===== config.mk =====
export PLATFORM = sky130hd
export DESIGN_NAME = mul_div_decimal_adjust_unit_top
export DESIGN_NICKNAME = d
export VERILOG_FILES = /design/src/mdda_pkg.sv /design/src/mdda_prep.sv /design/src/mdda_div_step.sv /design/src/mdda_fin.sv /design/src/mul_div_decimal_adjust_unit_top.sv
export SDC_FILE = /design/constraint.sdc
export NUM_CORES = 1
export LEC_CHECK = 0
export ABC_AREA = 1
export BUFFER_PORTS_ARGS = -buffer_cell sky130_fd_sc_hd__buf_2
export CORE_ASPECT_RATIO = 1.1
export CORE_MARGIN = 2
export CORE_UTILIZATION = 51
export DETAILED_ROUTE_END_ITERATION = 12
export PLACE_DENSITY = 0.67
export SYNTH_ARGS = -nofsm -noshare
export SYNTH_HDL_FRONTEND = slang
export SYNTH_HIERARCHICAL = 1
export SYNTH_SLANG_ARGS = --single-unit

===== constraint.sdc =====
create_clock -name clk -period 3.85 [get_ports clk]
set_input_delay 0.77 -clock clk [delete_from_list [all_inputs] [get_ports clk]]
set_output_delay 0.77 -clock clk [all_outputs]
set_load 0.05 [all_outputs]

===== src/mdda_pkg.sv =====
// ----------------------------------------------------------------------------
// mdda_pkg
// Shared types and constants for the multiply, divide, decimal adjust unit.
// ----------------------------------------------------------------------------
package mdda_pkg;

	typedef enum logic [2:0] {
		ACT_MUL = 3'd0,
		ACT_DIV = 3'd1,
		ACT_DAA = 3'd2,
		ACT_DAS = 3'd3,
		ACT_XCN = 3'd4
	} act_t;

	localparam int DIV_STEPS = 9;

	localparam logic [7:0] DAA_LIMIT = 8'h99;
	localparam logic [7:0] DAA_HI    = 8'h60;
	localparam logic [7:0] DAA_LO    = 8'h06;
	localparam logic [3:0] NIB_LIMIT = 4'h9;
	localparam logic [8:0] DIV_BASE  = 9'd256;
	localparam logic [7:0] BYTE_MAX  = 8'd255;
	localparam logic [7:0] SIGN_MASK = 8'h80;

	typedef struct packed {
		logic       is_div;
		logic       odd;
		logic [7:0] x;
		logic [7:0] a;
		logic [7:0] y;
		logic       c;
		logic       h;
		logic       v;
		logic       zn_y;
	} side_t;

	typedef struct packed {
		logic [15:0] rem;
		logic [16:0] den;
		logic [8:0]  quo;
	} divw_t;

endpackage


===== src/mdda_prep.sv =====
// ----------------------------------------------------------------------------
// mdda_prep
// First stage: decodes the action, does multiply, decimal adjust and swap,
// and sets up dividend and divisor for the divide steps.
// ----------------------------------------------------------------------------
module mdda_prep (
	input  logic            clk,
	input  logic            arst_n,
	input  logic            start,
	input  logic [2:0]      action,
	input  logic [7:0]      a_in,
	input  logic [7:0]      x_in,
	input  logic [7:0]      y_in,
	input  logic            carry_in,
	input  logic            half_in,
	input  logic            overflow_in,
	output logic            next_valid,
	output mdda_pkg::side_t next_side,
	output mdda_pkg::divw_t next_div
);
	import mdda_pkg::*;

	logic        valid_s1;
	side_t       side_s1;
	divw_t       div_s1;
	side_t       side_c;
	divw_t       div_c;
	act_t        act;
	logic [15:0] prod;
	logic [15:0] ya;
	logic [16:0] ya_off;
	logic [8:0]  dsor;
	logic [7:0]  adj;
	logic        adj_c;

	assign act    = act_t'(action);
	assign prod   = 16'(y_in) * 16'(a_in);
	assign ya     = {y_in, a_in};
	assign ya_off = {1'b0, ya} - {x_in, 9'b0};

	always_comb begin
		side_c.is_div = 1'b0;
		side_c.odd    = 1'b0;
		side_c.x      = x_in;
		side_c.a      = a_in;
		side_c.y      = y_in;
		side_c.c      = carry_in;
		side_c.h      = half_in;
		side_c.v      = overflow_in;
		side_c.zn_y   = 1'b0;
		div_c.rem     = '0;
		div_c.den     = '0;
		div_c.quo     = '0;
		adj           = a_in;
		adj_c         = carry_in;
		dsor          = '0;
		case (act)
			ACT_MUL: begin
				side_c.a    = prod[7:0];
				side_c.y    = prod[15:8];
				side_c.zn_y = 1'b1;
			end
			ACT_DIV: begin
				side_c.is_div = 1'b1;
				side_c.h      = (y_in[3:0] >= x_in[3:0]);
				side_c.v      = (y_in >= x_in);
				side_c.odd    = ({1'b0, y_in} >= {x_in, 1'b0});
				if (side_c.odd) begin
					div_c.rem = ya_off[15:0];
					dsor      = DIV_BASE - {1'b0, x_in};
				end else begin
					div_c.rem = ya;
					dsor      = {1'b0, x_in};
				end
				div_c.den = {dsor, 8'b0};
			end
			ACT_DAA: begin
				if (carry_in || a_in > DAA_LIMIT) begin
					adj   = a_in + DAA_HI;
					adj_c = 1'b1;
				end
				if (half_in || adj[3:0] > NIB_LIMIT)
					adj = adj + DAA_LO;
				side_c.a = adj;
				side_c.c = adj_c;
			end
			ACT_DAS: begin
				if (!carry_in || a_in > DAA_LIMIT) begin
					adj   = a_in - DAA_HI;
					adj_c = 1'b0;
				end
				if (!half_in || adj[3:0] > NIB_LIMIT)
					adj = adj - DAA_LO;
				side_c.a = adj;
				side_c.c = adj_c;
			end
			ACT_XCN: begin
				side_c.a = {a_in[3:0], a_in[7:4]};
			end
			default: begin
				side_c.a = a_in;
			end
		endcase
	end

	always_ff @(posedge clk or negedge arst_n) begin
		if (!arst_n)
			valid_s1 <= 1'b0;
		else
			valid_s1 <= start;
	end

	always_ff @(posedge clk) begin
		side_s1 <= side_c;
		div_s1  <= div_c;
	end

	assign next_valid = valid_s1;
	assign next_side  = side_s1;
	assign next_div   = div_s1;

endmodule


===== src/mdda_div_step.sv =====
// ----------------------------------------------------------------------------
// mdda_div_step
// One restoring divide step per stage: trial subtract, keep or restore,
// shift one quotient bit in.
// ----------------------------------------------------------------------------
module mdda_div_step (
	input  logic            clk,
	input  logic            arst_n,
	input  logic            prev_valid,
	input  mdda_pkg::side_t prev_side,
	input  mdda_pkg::divw_t prev_div,
	output logic            next_valid,
	output mdda_pkg::side_t next_side,
	output mdda_pkg::divw_t next_div
);
	import mdda_pkg::*;

	logic        valid_sn;
	side_t       side_sn;
	divw_t       div_sn;
	logic [16:0] diff;
	logic        ge;

	assign ge   = ({1'b0, prev_div.rem} >= prev_div.den);
	assign diff = {1'b0, prev_div.rem} - prev_div.den;

	always_ff @(posedge clk or negedge arst_n) begin
		if (!arst_n)
			valid_sn <= 1'b0;
		else
			valid_sn <= prev_valid;
	end

	always_ff @(posedge clk) begin
		side_sn     <= prev_side;
		div_sn.rem  <= ge ? diff[15:0] : prev_div.rem;
		div_sn.den  <= prev_div.den >> 1;
		div_sn.quo  <= {prev_div.quo[7:0], ge};
	end

	assign next_valid = valid_sn;
	assign next_side  = side_sn;
	assign next_div   = div_sn;

	a_valid_follow: assert property (@(posedge clk) disable iff (!arst_n)
		next_valid == $past(prev_valid))
		else $error("divide step lost or invented an item");

	a_rem_below_den: assert property (@(posedge clk) disable iff (!arst_n)
		(next_valid && next_side.is_div) |-> ({1'b0, next_div.rem} < $past(prev_div.den)))
		else $error("partial remainder not below shifted divisor");

	a_rem_shrinks: assert property (@(posedge clk) disable iff (!arst_n)
		(next_valid && next_side.is_div) |-> (next_div.rem <= $past(prev_div.rem)))
		else $error("partial remainder grew");

endmodule


===== src/mdda_fin.sv =====
// ----------------------------------------------------------------------------
// mdda_fin
// Last stage: forms divide results, picks A and Y, derives zero and negative.
// ----------------------------------------------------------------------------
module mdda_fin (
	input  logic            clk,
	input  logic            arst_n,
	input  logic            prev_valid,
	input  mdda_pkg::side_t prev_side,
	input  mdda_pkg::divw_t prev_div,
	output logic            done,
	output logic [7:0]      a_out,
	output logic [7:0]      y_out,
	output logic            carry_out,
	output logic            half_out,
	output logic            overflow_out,
	output logic            zero_out,
	output logic            negative_out
);
	import mdda_pkg::*;

	logic       done_s11;
	logic [7:0] a_s11;
	logic [7:0] y_s11;
	logic       c_s11;
	logic       h_s11;
	logic       v_s11;
	logic       z_s11;
	logic       n_s11;
	logic [7:0] a_c;
	logic [7:0] y_c;
	logic [7:0] zn_c;

	always_comb begin
		a_c = prev_side.a;
		y_c = prev_side.y;
		if (prev_side.is_div) begin
			if (prev_side.odd) begin
				a_c = BYTE_MAX - prev_div.quo[7:0];
				y_c = prev_side.x + prev_div.rem[7:0];
			end else begin
				a_c = prev_div.quo[7:0];
				y_c = prev_div.rem[7:0];
			end
		end
		zn_c = prev_side.zn_y ? y_c : a_c;
	end

	always_ff @(posedge clk or negedge arst_n) begin
		if (!arst_n)
			done_s11 <= 1'b0;
		else
			done_s11 <= prev_valid;
	end

	always_ff @(posedge clk) begin
		a_s11 <= a_c;
		y_s11 <= y_c;
		c_s11 <= prev_side.c;
		h_s11 <= prev_side.h;
		v_s11 <= prev_side.v;
		z_s11 <= (zn_c == 8'd0);
		n_s11 <= ((zn_c & SIGN_MASK) != 8'd0);
	end

	assign done         = done_s11;
	assign a_out        = a_s11;
	assign y_out        = y_s11;
	assign carry_out    = c_s11;
	assign half_out     = h_s11;
	assign overflow_out = v_s11;
	assign zero_out     = z_s11;
	assign negative_out = n_s11;

endmodule


===== src/mul_div_decimal_adjust_unit_top.sv =====
// ----------------------------------------------------------------------------
// mul_div_decimal_adjust_unit_top
// Multiply, divide, decimal adjust and nibble swap unit for an 8-bit core.
//
//   channel  handshake      payload
//   -------  -------------  ----------------------------------------------
//   command  start / busy   action, a_in, x_in, y_in, carry_in, half_in,
//                           overflow_in
//   result   done           a_out, y_out, carry_out, half_out,
//                           overflow_out, zero_out, negative_out
//
// One item per cycle; busy stays low. Every item passes from accept to
// done through one setup stage, nine restoring divide steps (one
// quotient bit each) and one result stage. All actions share the same latency.
// Reset clears the valid bits only. Results are never held off, so the
// pipeline advances every cycle.
// ----------------------------------------------------------------------------
module mul_div_decimal_adjust_unit_top (
	input  logic       clk,
	input  logic       arst_n,
	input  logic       start,
	output logic       busy,
	input  logic [2:0] action,
	input  logic [7:0] a_in,
	input  logic [7:0] x_in,
	input  logic [7:0] y_in,
	input  logic       carry_in,
	input  logic       half_in,
	input  logic       overflow_in,
	output logic       done,
	output logic [7:0] a_out,
	output logic [7:0] y_out,
	output logic       carry_out,
	output logic       half_out,
	output logic       overflow_out,
	output logic       zero_out,
	output logic       negative_out
);
	import mdda_pkg::*;

	logic  step_valid [0:DIV_STEPS];
	side_t step_side  [0:DIV_STEPS];
	divw_t step_div   [0:DIV_STEPS];

	assign busy = 1'b0;

	mdda_prep u_prep (
		.clk         (clk),
		.arst_n      (arst_n),
		.start       (start),
		.action      (action),
		.a_in        (a_in),
		.x_in        (x_in),
		.y_in        (y_in),
		.carry_in    (carry_in),
		.half_in     (half_in),
		.overflow_in (overflow_in),
		.next_valid  (step_valid[0]),
		.next_side   (step_side[0]),
		.next_div    (step_div[0])
	);

	for (genvar i = 0; i < DIV_STEPS; i++) begin : g_step
		mdda_div_step u_step (
			.clk        (clk),
			.arst_n     (arst_n),
			.prev_valid (step_valid[i]),
			.prev_side  (step_side[i]),
			.prev_div   (step_div[i]),
			.next_valid (step_valid[i+1]),
			.next_side  (step_side[i+1]),
			.next_div   (step_div[i+1])
		);
	end

	mdda_fin u_fin (
		.clk          (clk),
		.arst_n       (arst_n),
		.prev_valid   (step_valid[DIV_STEPS]),
		.prev_side    (step_side[DIV_STEPS]),
		.prev_div     (step_div[DIV_STEPS]),
		.done         (done),
		.a_out        (a_out),
		.y_out        (y_out),
		.carry_out    (carry_out),
		.half_out     (half_out),
		.overflow_out (overflow_out),
		.zero_out     (zero_out),
		.negative_out (negative_out)
	);

endmodule


# == After elaboration in Yosys (flattened, before gate mapping) ==
# Index checks and enable logic that the tools add are counted.
# word_totals
reg_bits,637
output_inout_bits,23
elab_cells,213
# classes
add_sub_neg,17
mul,1
order_cmp,15
eq_ne,4
muxes,30
reduce_logical,9
# ops
op,count
16-bit 2-to-1 mux,9
8-bit 2-to-1 mux,14
16-bit subtractor,3
8-bit case mux with 4 select lines,1
16-bit by 17-bit >= comparator with 1-bit output,1
16-bit by 10-bit >= comparator with 1-bit output,1
16-bit by 11-bit >= comparator with 1-bit output,1
16-bit by 12-bit >= comparator with 1-bit output,1
16-bit by 13-bit >= comparator with 1-bit output,1
16-bit by 14-bit >= comparator with 1-bit output,1
16-bit by 15-bit >= comparator with 1-bit output,1
16-bit >= comparator,1
16-bit by 9-bit >= comparator with 1-bit output,1
8-bit by 8-bit multiplier with 16-bit output,1
16-bit by 10-bit subtractor with 16-bit output,1
16-bit by 11-bit subtractor with 16-bit output,1
16-bit by 12-bit subtractor with 16-bit output,1
16-bit by 13-bit subtractor with 16-bit output,1
16-bit by 14-bit subtractor with 16-bit output,1
16-bit by 15-bit subtractor with 16-bit output,1
8-bit by 9-bit >= comparator with 1-bit output,1
"9-bit by 8-bit subtractor with 9-bit output, first input constant",1
"8-bit by 3-bit adder with 8-bit output, second input constant",1
"8-bit by 7-bit adder with 8-bit output, second input constant",1
20 further kinds,29

# == Depth between registers and ports, before layout ==
# Gate-level depths: netlist of run 1.
# depth
ltp_word,8
depth_mapped,23
mapped_depth_nobuf,22

# == By module ==
# Netlist of run 1, hierarchy kept.
# modules_own_cells
mod,instances,cells_per_inst,area_each_um2,seq_area_each_um2
mdda_div_step at g_step[0].u_step ...,6,356,2870.3,1446.4
mdda_div_step at g_step[3].u_step ...,2,355,2869.0,1446.4
mdda_prep,1,719,5148.7,1126.1
mdda_div_step at g_step[2].u_step,1,349,2905.3,1446.4
mdda_fin,1,188,1267.5,445.4
mul_div_decimal_adjust_unit_top,1,2,11.3,0.0

# == Worst setup path before layout of run 1 ==
# OpenSTA, ideal clock, no wires.
# synth_timing
path_type,input to register
start,input port a_in[7]
end,register u_prep.side_s1 (netlist bit u_prep/next_side[11])
setup_ns,0.114
arrival_ns,4.493
required_ns,3.736
slack_ns,-0.757
stages,20
path_buffers,1
cell_sequence,clkbuf_1 -> nand2_1 -> fa_1 -> fa_1 -> inv_1 -> fa_1 -> inv_1 -> fa_1 -> inv_1 -> ha_1 -> nand2_1 -> o21ai_0 -> nand2_1 -> nand3_1 -> nand2_1 -> inv_1 -> o21ai_0 -> nand3_1 -> nand3_1 -> nand2_1
# synth_lines
element,line,text
start: declaration,mul_div_decimal_adjust_unit_top.sv:24,"input logic [7:0] a_in,"
end signal: assignment,mdda_prep.sv:114,side_s1 <= side_c;
end: declaration,mdda_prep.sv:24,side_t side_s1;

==> results of run 1 <==
where the power goes:
| part | switching (W) | total, W | internal (W) |
|---|---|---|---|
| combinational | 0.00701 | 0.0110 | 0.00398 |
| sequential | 0.000622 | 0.00871 | 0.00809 |
| clock | 0.00265 | 0.00617 | 0.00352 |
| total | 0.0103 | 0.0259 | 0.0156 |
through the flow:
| step | cell area [sq um] | util [%] |
|---|---|---|
| 2_1_floorplan | 30600 | - |
| 3_3_place_gp | 31500 | 53.6 |
| 3_5_place_dp | 31500 | 53.6 |
| 4_1_cts | 33600 | 57.2 |
| 5_1_grt | 33800 | 57.5 |
| 6_report | 33800 | 57.5 |
worst reg2reg max path, cell delays in order (launching register included):
cell     delay [ps]
dfxtp_1         410
inv_1            70
ha_1            370
a21oi_1         260
o21ai_0         170
nor2_4          440
nand2_4         260
nand2_1         170
nand2_1          80
metal layers:
layer	vias to the layer above	wire length, um	track usage (%)
li1	12100	-	-
met5	-	0	0
met1	10300	29200	26.7
met3	150	2760	2.65
met4	0	3090	11.3
met2	534	32200	38.9
sequential cells by signal, indices dropped and copies added, names as in the netlist:
signal and count:
g_step.u_step/next_div 300, g_step.u_step/next_side 270, u_prep/next_side 30, u_prep/next_div 25
g_step.u_step/next_valid 9, u_fin/a_out 8, u_fin/y_out 8, u_fin/carry_out 1
u_fin/done 1, u_fin/half_out 1, u_fin/negative_out 1, u_fin/overflow_out 1
u_fin/zero_out 1, u_prep/next_valid 1
final cells by class:
class                      count  area share [%]
sequential                   657            39.1
clock buffer                  87            5.48
tap                          760            2.81
timing repair buffer         111            2.45
inverter                     760            8.46
multi-input combinational   2419            40.9
clock inverter                32           0.807
path summary, 6_finish.rpt:
kind                       slack, ps  cells past startpoint                                      to                                   start
setup / recovery                 -10                     22            u_prep/next_side[11]$_DFF_P_                                 a_in[5]
setup reg to reg                1510                      8   g_step[3].u_step/next_div[37]$_DFF_P_   g_step[2].u_step/next_div[23]$_DFF_P_
hold reg to reg                  320                      0  g_step[5].u_step/next_side[27]$_DFF_P_  g_step[4].u_step/next_side[27]$_DFF_P_
min in group clk                 290                      1             u_prep/next_valid$_DFF_PN0_                                   start
hold / removal                    40                      1   g_step[6].u_step/next_valid$_DFF_PN0_                                  arst_n
max in group asynchronous       3620                      1   g_step[2].u_step/next_valid$_DFF_PN0_                                  arst_n
layout by cell type (no fill, tap or decap), types with 13 or more instances in the layout:
cell type,count
nand2_1,1214
inv_1,724
dfxtp_1,646
nand3_1,282
ha_1,202
nor2_1,127
a21oi_1,109
nand2_2,69
clkbuf_16,67
xor2_1,57
buf_4,54
fa_1,45
o21ai_0,44
nand4_1,44
buf_2,42
inv_2,33
nor2_2,31
nor3_1,21
nand3_2,19
conb_1,17
xnor2_1,17
nor2_4,16
and2_1,15
nand2_4,14
clkinv_2,13
what timing repair did:
| item | CTS | global route |
|---|---|---|
| setup buffers | 0 | 2 |
| gates resized for setup | 1 | 70 |
| pin swaps | 0 | 34 |
| setup endpoints to repair | 2 | 7 |
==> metrics, run 1 <==
leakage=18.1 nW; register area=0.0132 sq mm; post-detail-place hpwl=52,000 um; fraction of layout cells with a size suffix above 1=10.9%; RSZ-0062 raised after global routing=yes; crit path DAT=4350 ps; PortBufs=54; nets=4,302; crit path kind=input port to flop; maxcap violations=0; pwr dens=765 mW/mm^2; via count=23,100; Post-Syn Instances=3,908; status=complete, but fails checks; Total GRT Usage=22.1%; final wirelength=67,200 um; vias in the first global route=22,200; Vias/cell=4.78; core area=0.0588 sq mm; CTS tree=done; Setup TNS Final=-13.7 ps; largest net degree at the start of global routing=22; Buf+Inv Stages, Crit Path=7; routed length per instance=13.9 um; Setup WS pre-CTS=-659 ps; clk sinks=657; worst min path class=input port to asynchronous set/reset pin; Crit Path Max Fanout=6; Crit path required time=4330 ps; Num CTS Buffers=66; initial antenna violation count=0; residual DRC count=0; die area=0.0615 sq mm; Hold Slack=36.4 ps; final setup fails=1; fill cell count=5,404; post-route ant nets=0; grt ovf=0; H-tree Lvls=3; setup slack after layout=-13.7 ps; placed cell count=4,705; yosys warns=6; Worst setup SP type=input port; mean area per synthesized cell=7.77 sq um; gpl congestion=0.909; CP Capture Type=flop; Slew Limit Fails=0; delay-heaviest family, CP=adder cells; # diodes=0; final hold violation count=0; first-pass GRT wire length=109,000 um; Clock Skews=14.2 ps; area grow syn2layout=11.4%; Max-slew headroom=61.1%; # rows=93; Multi-input gate area=0.0138 sq mm; clock transition at the registers of the reported paths=60 ps; CTS Hold Bufs=0; fmax=259 MHz; Critical-path top delay cell=fa_1; final worst path period need=3860 ps; DRT iter0 DRCs=1,422; crit share post-route=100%; Worst-Skew Late Latency=590 ps; worst vdd ir=0.361 mV; die width=237 um; io pins=56; root buf cell=clkbuf_16; critical path cell sequence=buf_12 > buf_6 > nand2_2 > inv_2 > fa_1 > fa_1 > fa_1 > inv_2 > fa_1 > inv_2 > ha_4 > inv_6 > nor3_4 > nand3_1 > nand3_2 > nand2_1 > inv_1 > o21ai_2 > nand2_1 > nand2_1 > nand3_1 > nand2_1; Tot Pwr=0.0259 W; Max clock buf depth=3; Critical Path Max Stage Delay=540 ps; Initial Util=51.7%; violated checks=negative setup slack; Layout Cells excl Fill=4,826; die height=260 um; drt first pass iters=5; Worst Tran Pin Value=582 ps; post-synthesis cell area=0.0304 sq mm
Power figures use the tool's default switching activity.
==> inputs of run 2 (changes only) <==
==> constraint.sdc (replaced) <==
create_clock -name clk -period 3.98 [get_ports clk]
set_input_delay 0.796 -clock clk [delete_from_list [all_inputs] [get_ports clk]]
set_output_delay 0.796 -clock clk [all_outputs]
set_load 0.05 [all_outputs]
==> metrics, run 2 (synthesis results as in run 1) <==
Max-slew headroom=41.6%; critical path cell sequence=clkbuf_4 > nand2_2 > fa_1 > fa_1 > inv_1 > fa_1 > inv_1 > fa_1 > inv_2 > ha_4 > nand2_2 > o21ai_2 > nand2_1 > nand3_2 > nand2_1 > inv_1 > o21ai_2 > nand2_1 > nand2_1 > nand3_1 > nand2_1; final worst path period need=3800 ps; Critical-path top delay cell=fa_1; clk sinks=657; Tot Pwr=0.0251 W; placed inst area=0.0314 sq mm; clock transition at the registers of the reported paths=60 ps; via count=23,000; delay-heaviest family, CP=adder cells; CTS tree=done; die width=237 um; Initial Util=51.7%; Biggest register=g_step.u_step/next_div; io pins=56; fmax=263 MHz; Slew Limit Fails=0; critical path's most frequent cell=nand2_1; crit share post-route=95.5%; post-detail-place hpwl=52,500 um; Crit Path Max Fanout=4; DRT iter0 DRCs=1,353; commonest non-fill, non-tap cell in the layout=nand2_1; maxcap violations=0; Buf+Inv Stages, Crit Path=5; Vias/cell=4.77; Worst Tran Pin Value=875 ps; R2R depth=12; r2r setup slk=1620 ps; root buf cell=clkbuf_16; final wirelength=67,100 um; worst vdd ir=0.330 mV; RSZ-0062 raised after global routing=no; CTS Hold Bufs=0; # diodes=0; Hold Slack=57.9 ps; Clock Skews=22.8 ps; Num CTS Buffers=66; initial antenna violation count=0; routed length per instance=13.9 um; Max clock buf depth=3; crit path kind=input port to flop; worst r2r src=g_step[3].u_step/next_div[13]$_DFF_P_; Crit path required time=4480 ps; die area=0.0615 sq mm; residual DRC count=0; drt first pass iters=5; fraction of layout cells with a size suffix above 1=10.3%; grt ovf=0; leakage=18.1 nW; crit path DAT=4300 ps; core area=0.0588 sq mm; # rows=93; Worst-Skew Late Latency=600 ps; die height=260 um; Critical Path Max Stage Delay=520 ps; first-pass GRT wire length=109,000 um; most frequent cells in the layout=nand2_1 (1,220), inv_1 (733), dfxtp_1 (646); post-route ant nets=0; CP Capture Type=flop; H-tree Lvls=3; pwr dens=744 mW/mm^2; gpl congestion=0.897; area grow syn2layout=11.1%; largest net degree at the start of global routing=22; final hold violation count=0; number of flip-flops in the largest register=300; status=finished, final reports clean; PortBufs=54; reg-to-reg endpoint=g_step[4].u_step/next_div[29]$_DFF_P_; worst min path class=input port to asynchronous set/reset pin; vias in the first global route=22,200; Total GRT Usage=22.1%; final setup fails=0; Worst setup SP type=input port; Final Cell Area=0.0337 sq mm; nets=4,296
==> run 2: cell types whose count changed in the layout (fill, tap and decap cells not counted), sizes merged <==
| cell | change |
|---|---|
| bufinv | +3 |
| clkinv | -3 |
| buf | -11 |
| clkinvlp | -1 |
| clkbuf | +1 |
==> run 2: routing by layer <==
metal	wire length, um	global-route usage [%]	vias up	part of all wire (%)
li1	-	-	12100	-
met1	28700	25.8	10200	43
met2	32700	39.7	498	49
met3	2670	2.90	161	4.0
met4	3100	11.1	0	4.6
met5	0	0	-	0
==> run 2: metrics by stage <==
stage,setup TNS (ps),setup WS (ps),util [%],std cells
6_report,0,180,57.4,4815
5_1_grt,0,9.72,57.4,4815
4_1_cts,0,145,57.2,4814
3_5_place_dp,-4460,-497,53.5,4700
3_3_place_gp,-4140,-476,53.5,4700
2_1_floorplan,-905,-220,-,3915
==> run 2: timing repair <==
item,4_1_cts,5_1_grt
gates resized for setup,0,26
endpoints found under the setup margin,0,3
buffers inserted,0,1
==> run 2: worst max path at each step <==
stage	start	endpoint	slack, ps	depth (start not counted)
final	y_in[0]	u_prep/next_side[11]$_DFF_P_	180	21
after global routing	y_in[0]	u_prep/next_side[11]$_DFF_P_	10	21
after CTS	y_in[2]	u_prep/next_side[10]$_DFF_P_	150	21
after detailed placement	a_in[5]	u_prep/next_side[11]$_DFF_P_	-500	21
after global placement	a_in[5]	u_prep/next_side[11]$_DFF_P_	-480	21
after floorplan	a_in[5]	u_prep/next_side[10]$_DFF_P_	-220	21
==> run 2: report_power, final <==
group / internal, W / total, W / leakage, nW / switching [W]
Sequential: 0.00783 / 0.00843 / 5.53 / 0.000603
Clock: 0.00357 / 0.00615 / 1.08 / 0.00258
Combinational: 0.00377 / 0.0105 / 11.5 / 0.00672
Total: 0.0152 / 0.0251 / 18.1 / 0.00990
==> run 2: final cells by class <==
cell class                 instances  area, sq um
clock buffer                      83         1830
clock inverter                    31          373
timing repair buffer             105          703
tap                              760          951
multi-input combinational       2419        13800
inverter                         760         2860
sequential                       657        13200
fill                            5416        25000
==> inputs of run 3 (changes only) <==
==> constraint.sdc (replaced) <==
create_clock -name clk -period 3.98 [get_ports clk]
set_input_delay 0.597 -clock clk [delete_from_list [all_inputs] [get_ports clk]]
set_output_delay 0.597 -clock clk [all_outputs]
set_load 0.05 [all_outputs]
==> metrics, run 3 (synthesis results as in run 1) <==
status=finished, final reports clean; placed inst area=0.0314 sq mm; residual DRC count=0; Slew Limit Fails=0; post-detail-place hpwl=52,300 um; nets=4,297; R2R depth=12; Biggest register=g_step.u_step/next_div; Worst setup SP type=input port; most frequent cells in the layout=nand2_1 (1,221), inv_1 (733), dfxtp_1 (646); fraction of layout cells with a size suffix above 1=10.0%; post-route ant nets=0; fmax=267 MHz; clk sinks=657; final worst path period need=3740 ps; DRT iter0 DRCs=1,431; Vias/cell=4.75; worst vdd ir=0.391 mV; via count=22,900; die width=237 um; drt first pass iters=6; initial antenna violation count=0; Total GRT Usage=21.9%; largest net degree at the start of global routing=22; crit share post-route=94.0%; grt ovf=0; core area=0.0588 sq mm; Final Cell Area=0.0337 sq mm; leakage=18.1 nW; final setup fails=0; # Post-CTS Setup Buffers=0; gpl congestion=0.921; Setup TNS Final=0 ps; maxcap violations=0; Num CTS Buffers=66; Crit path required time=4470 ps; commonest non-fill, non-tap cell in the layout=nand2_1; CP Capture Type=flop; root buf cell=clkbuf_16; Worst-Skew Late Latency=610 ps; hold depth=1; # resized after CTS=0; final hold violation count=0; pwr dens=743 mW/mm^2; Max-slew headroom=57.6%; die area=0.0615 sq mm; final wirelength=66,800 um; Layout Cells excl Fill=4,820; CTS tree=done; routed length per instance=13.9 um; number of flip-flops in the largest register=300; area grow syn2layout=11.0%; crit path DAT=4230 ps; first-pass GRT wire length=108,000 um; Clock Skews=20.9 ps; crit path kind=input port to flop; Worst Tran Pin Value=635 ps; Max clock buf depth=3; placed cell count=4,701; vias in the first global route=21,900; # diodes=0; Initial Util=51.7%; Crit Path Max Fanout=8; fill cell count=5,470; PortBufs=54; die height=260 um; io pins=56; H-tree Lvls=3; RSZ-0062 raised after global routing=no; # rows=93; worst min path class=input port to flop; clock transition at the registers of the reported paths=60 ps; Tot Pwr=0.0250 W
## run 3: area by class of cell
class / count / area, sq um / share of cell area [%]
Multi-Input combinational cell: 2419 / 13700 / 40.8
Sequential cell: 657 / 13200 / 39.2
Inverter: 760 / 2860 / 8.48
Clock buffer: 83 / 1760 / 5.21
Tap cell: 760 / 951 / 2.82
Timing Repair Buffer: 106 / 701 / 2.08
Clock inverter: 35 / 464 / 1.38
## run 3: final timing paths
path,startpoint,endpoint,slack (ps)
setup / recovery,a_in[6],u_prep/next_side[10]$_DFF_P_,240
hold / removal,start,u_prep/next_valid$_DFF_PN0_,100
setup reg to reg,g_step[3].u_step/next_div[15]$_DFF_P_,g_step[4].u_step/next_div[29]$_DFF_P_,1660
hold reg to reg,g_step[5].u_step/next_side[20]$_DFF_P_,g_step[6].u_step/next_side[20]$_DFF_P_,310
max in group asynchronous,arst_n,g_step[8].u_step/next_valid$_DFF_PN0_,3400
min in group asynchronous,arst_n,u_prep/next_valid$_DFF_PN0_,380
## run 3: power by group
| group | internal (W) | switching [W] |
|---|---|---|
| clock | 0.00359 | 0.00259 |
| sequential | 0.00783 | 0.000603 |
| combinational | 0.00372 | 0.00670 |
## run 3: layer usage
layer  GRT usage (%)  vias to the layer above  wire length (um)
li1                -                    12100                 -
met1            26.5                    10200             29400
met2            39.0                      485             32200
met3            2.79                      133              2540
met4            10.2                        0              2640
met5               0                        -                 0
## run 3: per-stage QoR
stage / hold slack, ps / utilization (%) / worst slack [ps]
after floorplan: 301 / - / -21.8
after global placement: 310 / 53.5 / -373
after detailed placement: 312 / 53.5 / -378
after CTS: 73.5 / 57.3 / 260
after global routing: 86.5 / 57.3 / 16.1
final: 100 / 57.3 / 238
## run 3: worst max-delay path, stage by stage
cell,delay [ps]
buf_2,210
nand2_2,80
fa_1,510
fa_1,530
inv_1,60
fa_1,520
inv_1,60
fa_1,490
inv_2,40
ha_4,290
nand2_2,60
nor2_1,160
nand3_1,120
nand3_1,80
nand2_1,70
nand2_1,70
nand2_1,60
nand2_1,60
nand2_1,50
nand3_1,60
o21ai_1,60
## run 3: repair_timing
item,in CTS,in global routing
hold buffers,1,0
endpoints found under the hold margin,11,0
endpoints found under the setup margin,0,0
